--- src/bst_pkg.sv ---
// shared constants, types and codes of the bencode stream tokenizer
`default_nettype none

package bst_pkg;

	localparam int MAX_DEPTH   = 32;
	localparam int DIGIT_LIMIT = 15;

	// bits needed for the largest value of DIGIT_LIMIT decimal digits
	function automatic int acc_bits(input int limit);
		longint unsigned p;
		int n;
		p = 64'd1;
		n = 0;
		for (int i = 0; i < limit; i++) begin
			p = p * 64'd10;
		end
		p = p - 64'd1;
		while ((p >> n) != 64'd0) begin
			n++;
		end
		return n;
	endfunction

	localparam int ACC_W   = acc_bits(DIGIT_LIMIT);
	localparam int MUL_W   = ACC_W + 4;
	localparam int DCNT_W  = $clog2(DIGIT_LIMIT + 1);
	localparam int LEVEL_W = $clog2(MAX_DEPTH + 1);
	localparam int STK_W   = (MAX_DEPTH < 2) ? 2 : MAX_DEPTH;

	localparam int BYTE_W  = 8;
	localparam int INT_W   = 51;
	localparam int LEN_W   = 32;
	localparam int NEST_W  = 6;
	localparam int CODE_W  = 3;
	localparam int EV_W    = 3;
	localparam int FIELD_W = BYTE_W + INT_W + LEN_W + 1 + NEST_W + 1 + CODE_W;
	localparam int DATA_W  = ((FIELD_W + 7) / 8) * 8;
	localparam int PAD_W   = DATA_W - FIELD_W;
	localparam int WIDE_W  = (ACC_W > INT_W) ? ACC_W : INT_W;

	// event codes
	localparam logic [EV_W-1:0] EV_NONE  = 3'd0;
	localparam logic [EV_W-1:0] EV_DICT  = 3'd1;
	localparam logic [EV_W-1:0] EV_LIST  = 3'd2;
	localparam logic [EV_W-1:0] EV_CLOSE = 3'd3;
	localparam logic [EV_W-1:0] EV_STR   = 3'd4;
	localparam logic [EV_W-1:0] EV_BYTE  = 3'd5;
	localparam logic [EV_W-1:0] EV_INT   = 3'd6;

	// error codes
	localparam logic [CODE_W-1:0] ERR_NONE      = 3'd0;
	localparam logic [CODE_W-1:0] ERR_STR_FMT   = 3'd1;
	localparam logic [CODE_W-1:0] ERR_ZERO_LEN  = 3'd2;
	localparam logic [CODE_W-1:0] ERR_INT_FMT   = 3'd3;
	localparam logic [CODE_W-1:0] ERR_END       = 3'd4;
	localparam logic [CODE_W-1:0] ERR_DIGITS    = 3'd5;
	localparam logic [CODE_W-1:0] ERR_TOO_DEEP  = 3'd6;

	// characters
	localparam logic [BYTE_W-1:0] CH_D     = 8'h64;
	localparam logic [BYTE_W-1:0] CH_L     = 8'h6c;
	localparam logic [BYTE_W-1:0] CH_I     = 8'h69;
	localparam logic [BYTE_W-1:0] CH_E     = 8'h65;
	localparam logic [BYTE_W-1:0] CH_COLON = 8'h3a;
	localparam logic [BYTE_W-1:0] CH_MINUS = 8'h2d;
	localparam logic [BYTE_W-1:0] CH_ZERO  = 8'h30;
	localparam logic [BYTE_W-1:0] CH_NINE  = 8'h39;

	// result beat, last field in the lowest bits
	typedef struct packed {
		logic [PAD_W-1:0]  pad;
		logic [CODE_W-1:0] error_code;
		logic              doc_complete;
		logic [NEST_W-1:0] nesting;
		logic              is_key;
		logic [LEN_W-1:0]  string_length;
		logic [INT_W-1:0]  int_result;
		logic [BYTE_W-1:0] payload_byte;
	} out_data_t;

endpackage

`default_nettype wire

--- src/bencode_stream_tokenizer.sv ---
// top level of the bencode stream tokenizer
`default_nettype none

// Reads a bencode document one byte per beat (tlast on the final byte) and
// answers every byte with exactly one token beat in the next cycle: container
// open and close, string start with its declared length, string payload
// bytes (tlast on the last one) and integers on their closing 'e'. The first
// error is held until the end byte, after which the block is ready for the
// next document. One byte is taken every cycle while the result register is
// empty or being drained; the digit accumulate is a shift-and-add in the
// same cycle and the container kinds sit in a shift register whose top
// bit is all the parser looks at.
module bencode_stream_tokenizer
	import bst_pkg::*;
(
	input  wire logic              clk,
	input  wire logic              arst_n,
	input  wire logic              s_axis_tvalid,
	output logic                   s_axis_tready,
	input  wire logic [BYTE_W-1:0] s_axis_tdata,  // in_byte
	input  wire logic              s_axis_tlast,  // end_of_input
	output logic                   m_axis_tvalid,
	input  wire logic              m_axis_tready,
	// payload_byte, int_result, string_length, is_key, nesting,
	// doc_complete, error_code, zero fill
	output logic [DATA_W-1:0]      m_axis_tdata,
	output logic                   m_axis_tlast,  // payload_last
	output logic [EV_W-1:0]        m_axis_tuser   // event_res
);

	localparam logic [2:0] M_VALUE      = 3'd0;
	localparam logic [2:0] M_LEN        = 3'd1;
	localparam logic [2:0] M_PAYLOAD    = 3'd2;
	localparam logic [2:0] M_INT_START  = 3'd3;
	localparam logic [2:0] M_INT_SIGN   = 3'd4;
	localparam logic [2:0] M_INT_ZERO   = 3'd5;
	localparam logic [2:0] M_INT_DIGITS = 3'd6;
	localparam logic [2:0] M_DONE       = 3'd7;

	logic [2:0]         mode_q, mode_n;
	logic [STK_W-1:0]   stk_q, stk_n;
	logic [LEVEL_W-1:0] level_q, level_n;
	logic               expect_key_q, expect_key_n;
	logic               cur_key_q, cur_key_n;
	logic [ACC_W-1:0]   acc_q, acc_n;
	logic               neg_q, neg_n;
	logic [DCNT_W-1:0]  dcnt_q, dcnt_n;
	logic [LEN_W-1:0]   rem_q, rem_n, rem_dec;
	logic [CODE_W-1:0]  err_q, err_c;

	logic               m_valid_q, m_last_q;
	logic [EV_W-1:0]    m_user_q;
	out_data_t          m_data_q, res_d;

	logic               accept, eoi, is_dig, top_dict, dig_full, ok, finish;
	logic [BYTE_W-1:0]  b;
	logic [MUL_W-1:0]   acc_x, prod;
	logic [WIDE_W-1:0]  iv_ext, iv_val;
	logic [EV_W-1:0]    ev;
	logic               pl, dc, ik;
	logic [INT_W-1:0]   iv;
	logic [LEN_W-1:0]   sl;
	logic [2:0]         mode_after;

	assign accept        = s_axis_tvalid && s_axis_tready;
	assign s_axis_tready = !m_valid_q || m_axis_tready;
	assign b             = s_axis_tdata;
	assign eoi           = s_axis_tlast;
	assign is_dig        = (b >= CH_ZERO) && (b <= CH_NINE);
	assign top_dict      = (level_q != '0) && stk_q[0];
	assign dig_full      = dcnt_q >= DCNT_W'(DIGIT_LIMIT);
	assign acc_x         = MUL_W'(acc_q);
	assign prod          = (acc_x << 3) + (acc_x << 1) + MUL_W'(b[3:0]);
	assign iv_ext        = WIDE_W'(acc_q);
	assign iv_val        = neg_q ? (~iv_ext + WIDE_W'(1)) : iv_ext;
	assign rem_dec       = (rem_q == '0) ? '0 : rem_q - LEN_W'(1);

	always_comb begin
		mode_n       = mode_q;
		stk_n        = stk_q;
		level_n      = level_q;
		expect_key_n = expect_key_q;
		cur_key_n    = cur_key_q;
		acc_n        = acc_q;
		neg_n        = neg_q;
		dcnt_n       = dcnt_q;
		rem_n        = rem_q;
		err_c        = ERR_NONE;
		ev           = EV_NONE;
		pl           = 1'b0;
		dc           = 1'b0;
		ik           = 1'b0;
		iv           = '0;
		sl           = '0;
		finish       = 1'b0;

		unique case (mode_q)
			M_VALUE: begin
				if (top_dict && expect_key_q) begin
					if (b == CH_E) begin
						level_n = level_q - LEVEL_W'(1);
						stk_n   = stk_q >> 1;
						ev      = EV_CLOSE;
						finish  = 1'b1;
					end else if (is_dig) begin
						acc_n     = ACC_W'(b[3:0]);
						dcnt_n    = DCNT_W'(1);
						cur_key_n = 1'b1;
						mode_n    = M_LEN;
					end else begin
						err_c = ERR_STR_FMT;
					end
				end else if (b == CH_D || b == CH_L) begin
					if (level_q >= LEVEL_W'(MAX_DEPTH)) begin
						err_c = ERR_TOO_DEEP;
					end else begin
						stk_n   = {stk_q[STK_W-2:0], b == CH_D};
						level_n = level_q + LEVEL_W'(1);
						if (b == CH_D) begin
							expect_key_n = 1'b1;
							ev           = EV_DICT;
						end else begin
							ev = EV_LIST;
						end
					end
				end else if (b == CH_I) begin
					acc_n  = '0;
					neg_n  = 1'b0;
					dcnt_n = '0;
					mode_n = M_INT_START;
				end else if (is_dig) begin
					acc_n     = ACC_W'(b[3:0]);
					dcnt_n    = DCNT_W'(1);
					cur_key_n = 1'b0;
					mode_n    = M_LEN;
				end else if (b == CH_E && level_q != '0 && !top_dict) begin
					level_n = level_q - LEVEL_W'(1);
					stk_n   = stk_q >> 1;
					ev      = EV_CLOSE;
					finish  = 1'b1;
				end else begin
					err_c = ERR_STR_FMT;
				end
			end
			M_LEN: begin
				if (is_dig) begin
					if (dig_full || (|prod[MUL_W-1:LEN_W])) begin
						err_c = ERR_DIGITS;
					end else begin
						dcnt_n = dcnt_q + DCNT_W'(1);
						acc_n  = prod[ACC_W-1:0];
					end
				end else if (b == CH_COLON) begin
					if (acc_q == '0) begin
						err_c = ERR_ZERO_LEN;
					end else begin
						ev     = EV_STR;
						sl     = acc_q[LEN_W-1:0];
						ik     = cur_key_q;
						rem_n  = acc_q[LEN_W-1:0];
						mode_n = M_PAYLOAD;
					end
				end else begin
					err_c = ERR_STR_FMT;
				end
			end
			M_PAYLOAD: begin
				ev    = EV_BYTE;
				rem_n = rem_dec;
				if (rem_dec == '0) begin
					pl     = 1'b1;
					finish = 1'b1;
				end
			end
			M_INT_START: begin
				if (b == CH_MINUS) begin
					neg_n  = 1'b1;
					dcnt_n = DCNT_W'(1);
					mode_n = M_INT_SIGN;
				end else if (b == CH_ZERO) begin
					dcnt_n = DCNT_W'(1);
					mode_n = M_INT_ZERO;
				end else if (is_dig) begin
					if (dig_full) begin
						err_c = ERR_DIGITS;
					end else begin
						dcnt_n = dcnt_q + DCNT_W'(1);
						acc_n  = prod[ACC_W-1:0];
						mode_n = M_INT_DIGITS;
					end
				end else begin
					err_c = ERR_INT_FMT;
				end
			end
			M_INT_SIGN: begin
				if (is_dig && b != CH_ZERO) begin
					if (dig_full) begin
						err_c = ERR_DIGITS;
					end else begin
						dcnt_n = dcnt_q + DCNT_W'(1);
						acc_n  = prod[ACC_W-1:0];
						mode_n = M_INT_DIGITS;
					end
				end else begin
					err_c = ERR_INT_FMT;
				end
			end
			M_INT_ZERO: begin
				if (b == CH_E) begin
					ev     = EV_INT;
					finish = 1'b1;
				end else begin
					err_c = ERR_INT_FMT;
				end
			end
			M_INT_DIGITS: begin
				if (is_dig) begin
					if (dig_full) begin
						err_c = ERR_DIGITS;
					end else begin
						dcnt_n = dcnt_q + DCNT_W'(1);
						acc_n  = prod[ACC_W-1:0];
					end
				end else if (b == CH_E) begin
					ev     = EV_INT;
					iv     = iv_val[INT_W-1:0];
					finish = 1'b1;
				end else begin
					err_c = ERR_INT_FMT;
				end
			end
			default: begin
			end
		endcase

		// value complete: pop back to the enclosing container or end the document
		if (finish) begin
			cur_key_n = 1'b0;
			if (level_n == '0) begin
				mode_n = M_DONE;
				dc     = 1'b1;
			end else begin
				mode_n = M_VALUE;
				if (stk_n[0]) begin
					expect_key_n = !cur_key_q;
				end
			end
		end
	end

	assign ok         = (err_q == ERR_NONE) && (err_c == ERR_NONE);
	assign mode_after = ok ? mode_n : mode_q;

	always_comb begin
		res_d               = '0;
		res_d.payload_byte  = ok && ev == EV_BYTE ? b : '0;
		res_d.int_result    = ok ? iv : '0;
		res_d.string_length = ok ? sl : '0;
		res_d.is_key        = ok && ik;
		res_d.nesting       = NEST_W'(ok ? level_n : level_q);
		res_d.doc_complete  = ok && dc;
		priority if (err_q != ERR_NONE) begin
			res_d.error_code = err_q;
		end else if (err_c != ERR_NONE) begin
			res_d.error_code = err_c;
		end else if (eoi && mode_after != M_DONE) begin
			res_d.error_code = ERR_END;
		end else begin
			res_d.error_code = ERR_NONE;
		end
	end

	always_ff @(posedge clk or negedge arst_n) begin
		if (!arst_n) begin
			mode_q       <= M_VALUE;
			level_q      <= '0;
			expect_key_q <= 1'b0;
			cur_key_q    <= 1'b0;
			acc_q        <= '0;
			neg_q        <= 1'b0;
			dcnt_q       <= '0;
			rem_q        <= '0;
			err_q        <= ERR_NONE;
		end else if (accept) begin
			if (eoi) begin
				mode_q       <= M_VALUE;
				level_q      <= '0;
				expect_key_q <= 1'b0;
				cur_key_q    <= 1'b0;
				acc_q        <= '0;
				neg_q        <= 1'b0;
				dcnt_q       <= '0;
				rem_q        <= '0;
				err_q        <= ERR_NONE;
			end else if (ok) begin
				mode_q       <= mode_n;
				level_q      <= level_n;
				expect_key_q <= expect_key_n;
				cur_key_q    <= cur_key_n;
				acc_q        <= acc_n;
				neg_q        <= neg_n;
				dcnt_q       <= dcnt_n;
				rem_q        <= rem_n;
			end else if (err_q == ERR_NONE) begin
				err_q <= err_c;
			end
		end
	end

	// container kinds, top of stack in bit 0
	always_ff @(posedge clk) begin
		if (accept && ok) begin
			stk_q <= stk_n;
		end
	end

	always_ff @(posedge clk or negedge arst_n) begin
		if (!arst_n) begin
			m_valid_q <= 1'b0;
		end else if (accept) begin
			m_valid_q <= 1'b1;
		end else if (m_axis_tready) begin
			m_valid_q <= 1'b0;
		end
	end

	always_ff @(posedge clk) begin
		if (accept) begin
			m_data_q <= res_d;
			m_user_q <= ok ? ev : EV_NONE;
			m_last_q <= ok && pl;
		end
	end

	assign m_axis_tvalid = m_valid_q;
	assign m_axis_tdata  = m_data_q;
	assign m_axis_tuser  = m_user_q;
	assign m_axis_tlast  = m_last_q;

endmodule

`default_nettype wire

--- config.mk ---
export PLATFORM = sky130hd
export DESIGN_NAME = bencode_stream_tokenizer
export DESIGN_NICKNAME = d
export VERILOG_FILES = /design/src/bst_pkg.sv /design/src/bencode_stream_tokenizer.sv
export SDC_FILE = /design/constraint.sdc
export NUM_CORES = 1
export LEC_CHECK = 0
export ABC_AREA = 1
export BUFFER_PORTS_ARGS = -buffer_cell sky130_fd_sc_hd__buf_2
export CAP_MARGIN = 20
export CORE_MARGIN = 8
export CORE_UTILIZATION = 30
export CTS_CLUSTER_SIZE = 8
export DETAILED_ROUTE_END_ITERATION = 8
export GPL_TIMING_DRIVEN = 1
export REMOVE_ABC_BUFFERS = 1
export SLEW_MARGIN = 20
export SYNTH_ARGS = -nofsm -noshare
export SYNTH_HDL_FRONTEND = slang
export SYNTH_SLANG_ARGS = --single-unit
--- constraint.sdc ---
create_clock -name clk -period 11.2 [get_ports clk]
set_input_delay 2.24 -clock clk [delete_from_list [all_inputs] [get_ports clk]]
set_output_delay 2.24 -clock clk [all_outputs]
set_load 0.01 [all_outputs]
== Yosys cells after proc, flatten, opt, wreduce, memory -nomap -nowiden ==
Cells that the tools add are included.

* Mux-type cells: 159
* Bitwise gates (word level): 7
* Magnitude comparators: 4
* Equality and inequality tests: 39
* Reduce and logical (&&, ||, !) cells: 51
* $add $sub $neg: 7

{| class="wikitable"
|+ Operators with widths
! operator !! number
|-
| two-way mux 50 bit || 15
|-
| two-way mux 32 bit || 13
|-
| case mux 50 bit (5 select lines) || 1
|-
| two-way mux 3 bit || 42
|-
| zero test 32 bit || 2
|-
| case mux 32 bit (2 select lines) || 1
|-
| two-way mux 6 bit || 10
|-
| two-way mux 4 bit || 14
|-
| adder 53 x 51 -> 54 bit || 1
|-
| adder 54 x 4 -> 54 bit || 1
|-
| adder 51 x 1 -> 51 bit, second input constant || 1
|-
| inverter 50 -> 51 bit || 1
|-
| zero test 50 bit || 1
|-
| two-way mux 1 bit || 49
|-
| != test 3 bit, second input constant || 15
|-
| == test 8 x 7 -> 1 bit, second input constant || 4
|-
| subtractor 32 x 1 -> 32 bit, second input constant || 1
|-
| == test 8 x 6 -> 1 bit, second input constant || 3
|-
| != test 4 bit, second input constant || 6
|-
| OR reduction 22 bit || 1
|-
| case mux 4 bit (5 select lines) || 1
|-
| case mux 3 bit (6 select lines) || 1
|-
| nonzero test 3 bit || 6
|-
| two-way mux 2 bit || 8
|-
| other kinds (35) || 69
|}

* Input bits: 13
* Logic and storage cells: 289
* Bits in registers: 240
* Output and inout port bits: 110

== Logic depth before layout (Yosys ltp) ==
* Depth after elaboration: 19
* Mapped depth: 32
* Gate-level depth less buffers: 31

== Least setup slack after synthesis ==
Ideal clock, no wire load.

* Kind: in2reg
* Start: input s_axis_tdata[3]
* End: register stk_q[10] (enable)
* Required time: 10703 ps
* Library setup time: 497 ps
* Cell stages on the path: 23
* Setup slack: 2855 ps
* Data arrival time: 7847 ps
* Path buffers: 1
* Path through: inv_1 -> fa_1 -> fa_1 -> inv_1 -> nand3_1 -> nand3_1 -> nand2_1 -> nand2_2 -> nand2_1 -> nand3_1 -> nand2_1 -> nand2_1 -> nand2_1 -> nand2_1 -> nand2_1 -> nor2_1 -> nand2_1 -> nor2_2 -> nand3_1 -> nand2_1 -> nand4_2 -> buf_2 -> nor4_1

* Cells in the longest elaborated chain, start to end: 13
* Elaborated cells between the ends (all ways): 44
* Those cells by class: add/sub (1); order compare (2); eq/ne (12); mux (17); reduce/logical (12)

{| class="wikitable"
|+ RTL lines
! element !! line !! RTL
|-
| from (decl) || bencode_stream_tokenizer.sv:20 || <nowiki>input wire logic [BYTE_W-1:0] s_axis_tdata,</nowiki>
|-
| branches (longest 12 deep; another with adder 54 x 4 -> 54 bit) || n/a ||
|-
| AND reduction 7 bit (no line) * || n/a ||
|-
| to (signal assigned) || bencode_stream_tokenizer.sv:313 || <nowiki>stk_q <= stk_n;</nowiki>
|-
| to (decl) || bencode_stream_tokenizer.sv:41 || <nowiki>logic [STK_W-1:0] stk_q, stk_n;</nowiki>
|}

Mark *: on every way between the ends.
A chain may end at the register's enable or synchronous reset.

== Worst setup path in the final report ==
* Start: input s_axis_tdata[3]
* End: register rem_q[18]

* Cells in the longest elaborated chain, start to end: 13
* Elaborated cells between the ends (all ways): 41
* Those cells by class: add/sub (1); order compare (2); eq/ne (10); mux (17); reduce/logical (11)

{| class="wikitable"
|+ RTL lines
! element !! line !! RTL
|-
| branches (longest 12 deep; another with adder 54 x 4 -> 54 bit) || n/a ||
|-
| AND reduction 6 bit (no line) * || n/a ||
|-
| to (signal assigned) || bencode_stream_tokenizer.sv:303 || <nowiki>rem_q <= rem_n;</nowiki>
|-
| to (decl) || bencode_stream_tokenizer.sv:48 || <nowiki>logic [LEN_W-1:0] rem_q, rem_n, rem_dec;</nowiki>
|}

Marks and branches as above.

==> impl_metrics.env <==
export IMPL_power_uw=2810
export IMPL_syn_inst=2901
export IMPL_critPathArrivalTime_ns=7.79
export IMPL_reg2reg_slack_ns=5.14
export IMPL_clock_fmax_mhz=136
export IMPL_start_kind="primary input"
export IMPL_timing_rr_start="acc_q[0]$_DFFE_PN0P_"
export IMPL_antenna_found_initial=0
export IMPL_grt_max_degree=99
export IMPL_async_reset_ff_frac=0.425
export IMPL_rsz0062_at_grt="no"
export IMPL_synth_edf_count=138
export IMPL_ctsResizeCount=0
export IMPL_postRouteAntennaNets=0
export IMPL_drc_errors=0
export IMPL_syn2layout_area_growth_pct=12.8
export IMPL_hp_start="cur_key_q$_DFFE_PN0P_"
export IMPL_muxShareOfSynthArea=0
export IMPL_clk_pin_slew_worst_paths_ns=0.05
export IMPL_whs_ns=0.494
export IMPL_dp_hpwl_mm=50.9
export IMPL_leakagePower_uw=0.0106
export IMPL_slew_headroom=0.299
export IMPL_worstMarginPinSlew_ns=1.05
export IMPL_crit_path_max_fanout=36
export IMPL_slew_violations=0
export IMPL_num_vias=19242
export IMPL_grt_ovfl_total=0
export IMPL_setup_viol=0
export IMPL_ys_types=63
export IMPL_postCtsHoldBufs=0
export IMPL_worstPathRequired_ns=11.63
export IMPL_via_per_inst=4.98
export IMPL_fin_nets=3109
export IMPL_status="completed"
export IMPL_yosys_warnings=0
export IMPL_syn_area_mm2=0.0195
export IMPL_die_area_mm2=0.0734
export IMPL_die_h_um=271
export IMPL_die_w_um=271
export IMPL_final_setup_tns_ns=0
export IMPL_post_cts_buffers=0
export IMPL_endpoint_kind="register"
export IMPL_clkLatencyLatePin_ns=0.56
export IMPL_wl_mm=67.6
export IMPL_yosys_most_used_dff="edfxtp_1"
export IMPL_crit_type="in2reg"
export IMPL_cts_tree="built"
export IMPL_fill_cells=7004
export IMPL_grt_pass1_wl_mm=105
export IMPL_ios=123
export IMPL_dr_first_iter_drc_count=1591
export IMPL_synthXorXnorAreaFrac=0.0297
export IMPL_startpoint="s_axis_tdata[3]"
export IMPL_synth_seq_area_share=0.344
export IMPL_ctsHtreeMaxLevel=2
export IMPL_synth_seq_cells=240
export IMPL_p_per_area_mw_per_mm2=128
export IMPL_post_drt_wl_per_cell_um=17.5
export IMPL_numClockSinks=240
export IMPL_drv_cap=0
export IMPL_period_share=0.657
export IMPL_num_antenna_cells=0
export IMPL_layout_min_cycle_time_ns=7.36
export IMPL_finalHoldViolCount=0
export IMPL_synthAdderAreaFrac=0.0727
export IMPL_grt_usage=0.178
export IMPL_synthSimpleGateAreaFrac=0.317
export IMPL_num_rows=93
export IMPL_numCtsBuffers=36
export IMPL_peakVddDrop_uv=72.7
export IMPL_start_util=0.303
export IMPL_hold_path_class="reg2reg"
export IMPL_portBuffers=120
export IMPL_skew_ns=0.0299
export IMPL_core_mm2=0.0643
export IMPL_synth_compound_area_frac=0.134
export IMPL_synth_top_family_by_area="simple AND/OR/NAND/NOR gates"
export IMPL_cts_root_buf="clkbuf_16"
export IMPL_drive_gt1_frac=0.0837
export IMPL_dr_pass1_iters=6
export IMPL_syn_area_per_cell_um2=6.72
export IMPL_grt_pass1_vias=18358
export IMPL_gp_congestion=0.975
export IMPL_cts_path_max_buffers=3
-- logic make-up after synthesis --
logic type	after synthesis
flops	240
other cells	1
simple gates	1493
buf+inv	518
compound gates	471
fa+ha+maj	112
xor+xnor	66
-- metal layers --
layer	routed length, µm	vias to the layer above	track usage
met5	0	-	0
li1	-	9614	-
met3	3740	125	0.0260
met4	2520	0	0.0685
met1	29900	8960	0.229
met2	31400	543	0.299
-- power by group --
| part | leakage (µW) | switching (µW) | internal [µW] | total, µW |
|---|---|---|---|---|
| registers | 0.00280 | 59.6 | 990 | 1050 |
| logic | 0.00729 | 481 | 202 | 683 |
| clock network | 0.000524 | 424 | 657 | 1080 |
| total | 0.0106 | 965 | 1850 | 2810 |
-- cell type report --
cell class,count,area [µm²],share of cell area
multi-input cells,2144,10800,0.492
flip-flops and latches,240,6700,0.305
inverters,430,1620,0.0735
well taps,855,1070,0.0487
clock buffers,62,1050,0.0478
repair buffers,132,693,0.0315
clock inverters,2,46.3,0.00211
-- through the flow --
| step | std cells | util | worst slack [ns] | cell area (µm²) |
|---|---|---|---|---|
| final | 3865 | 0.342 | 3.84 | 22000 |
| after global routing | 3865 | 0.342 | 3.40 | 22000 |
| after CTS | 3865 | 0.342 | 3.99 | 22000 |
| after detailed placement | 3801 | 0.325 | 3.44 | 20900 |
| after global placement | 3801 | 0.325 | 3.53 | 20900 |
| after floorplan | 2814 | - | 2.84 | 19100 |
-- cell usage after synthesis, drive strengths merged (4+ instances only) --
master,n,share of area
nand2,821,0.16
inv,427,0.082
nor2,394,0.078
o21ai,230,0.060
nand3,144,0.038
a21oi,138,0.036
edfxtp,138,0.21
ha,110,0.071
dfrtp,102,0.13
xor2,61,0.027
nor3,58,0.016
clkbuf,55,0.011
o22ai,42,0.013
nand4,35,0.012
buf,33,0.0094
or2,12,0.0039
nand3b,11,0.0044
nor4,11,0.0035
a31oi,9,0.0029
o211ai,6,0.0023
o31ai,6,0.0023
o2111ai,5,0.0022
o21bai,5,0.0019
xnor2,5,0.0022
a32o,4,0.0021
o21a,4,0.0015
-- path summary, 6_finish.rpt --
path / endpoint / cells after the start
min reg2reg: cur_key_q$_DFFE_PN0P_ / 2
min in group asynchronous: acc_q[47]$_DFFE_PN0P_ / 1
max: rem_q[18]$_DFFE_PN0P_ / 25
max in group asynchronous: acc_q[8]$_DFFE_PN0P_ / 2
max reg2reg: rem_q[18]$_DFFE_PN0P_ / 24
min: cur_key_q$_DFFE_PN0P_ / 2
-- state kept, by name (all words and copies together), names as in the netlist, 3 cells and up --
signal and cells:
err_q 3, m_axis_tuser 3, rem_q 32, m_axis_tdata 102, level_q 6, acc_q 50, dcnt_q 4, mode_q 3
stk_q 32
-- cell usage in the layout, fill, tap and decap left out, drive strengths merged, types with 12 or more instances in the layout --
| cell type | count |
|---|---|
| nand2 | 821 |
| inv | 428 |
| nor2 | 394 |
| o21ai | 230 |
| nand3 | 144 |
| edfxtp | 138 |
| a21oi | 138 |
| buf | 132 |
| ha | 110 |
| dfrtp | 102 |
| clkbuf | 62 |
| xor2 | 61 |
| nor3 | 58 |
| o22ai | 42 |
| nand4 | 35 |
| or2 | 12 |
-- worst max-delay path, cell delays in order --
cell	delay, ns
buf_2	0.11
inv_1	0.28
fa_1	0.51
fa_1	0.47
inv_1	0.12
nand3_1	0.08
nand3_1	0.14
nand2_1	0.08
nand2_2	0.10
nand2_1	0.05
nand3_1	0.18
nand2_1	0.12
nand3b_1	0.13
nand2_1	0.08
nand2_1	0.06
nor2_1	0.04
nand2_1	0.06
nor2_2	0.05
nand3_1	0.15
nand2_1	0.09
nand4_2	0.24
o21ai_4	0.12
nand2_1	0.78
clkinv_1	1.03
o21ai_0	0.43
Note: power is estimated with default switching activity, not from simulation.
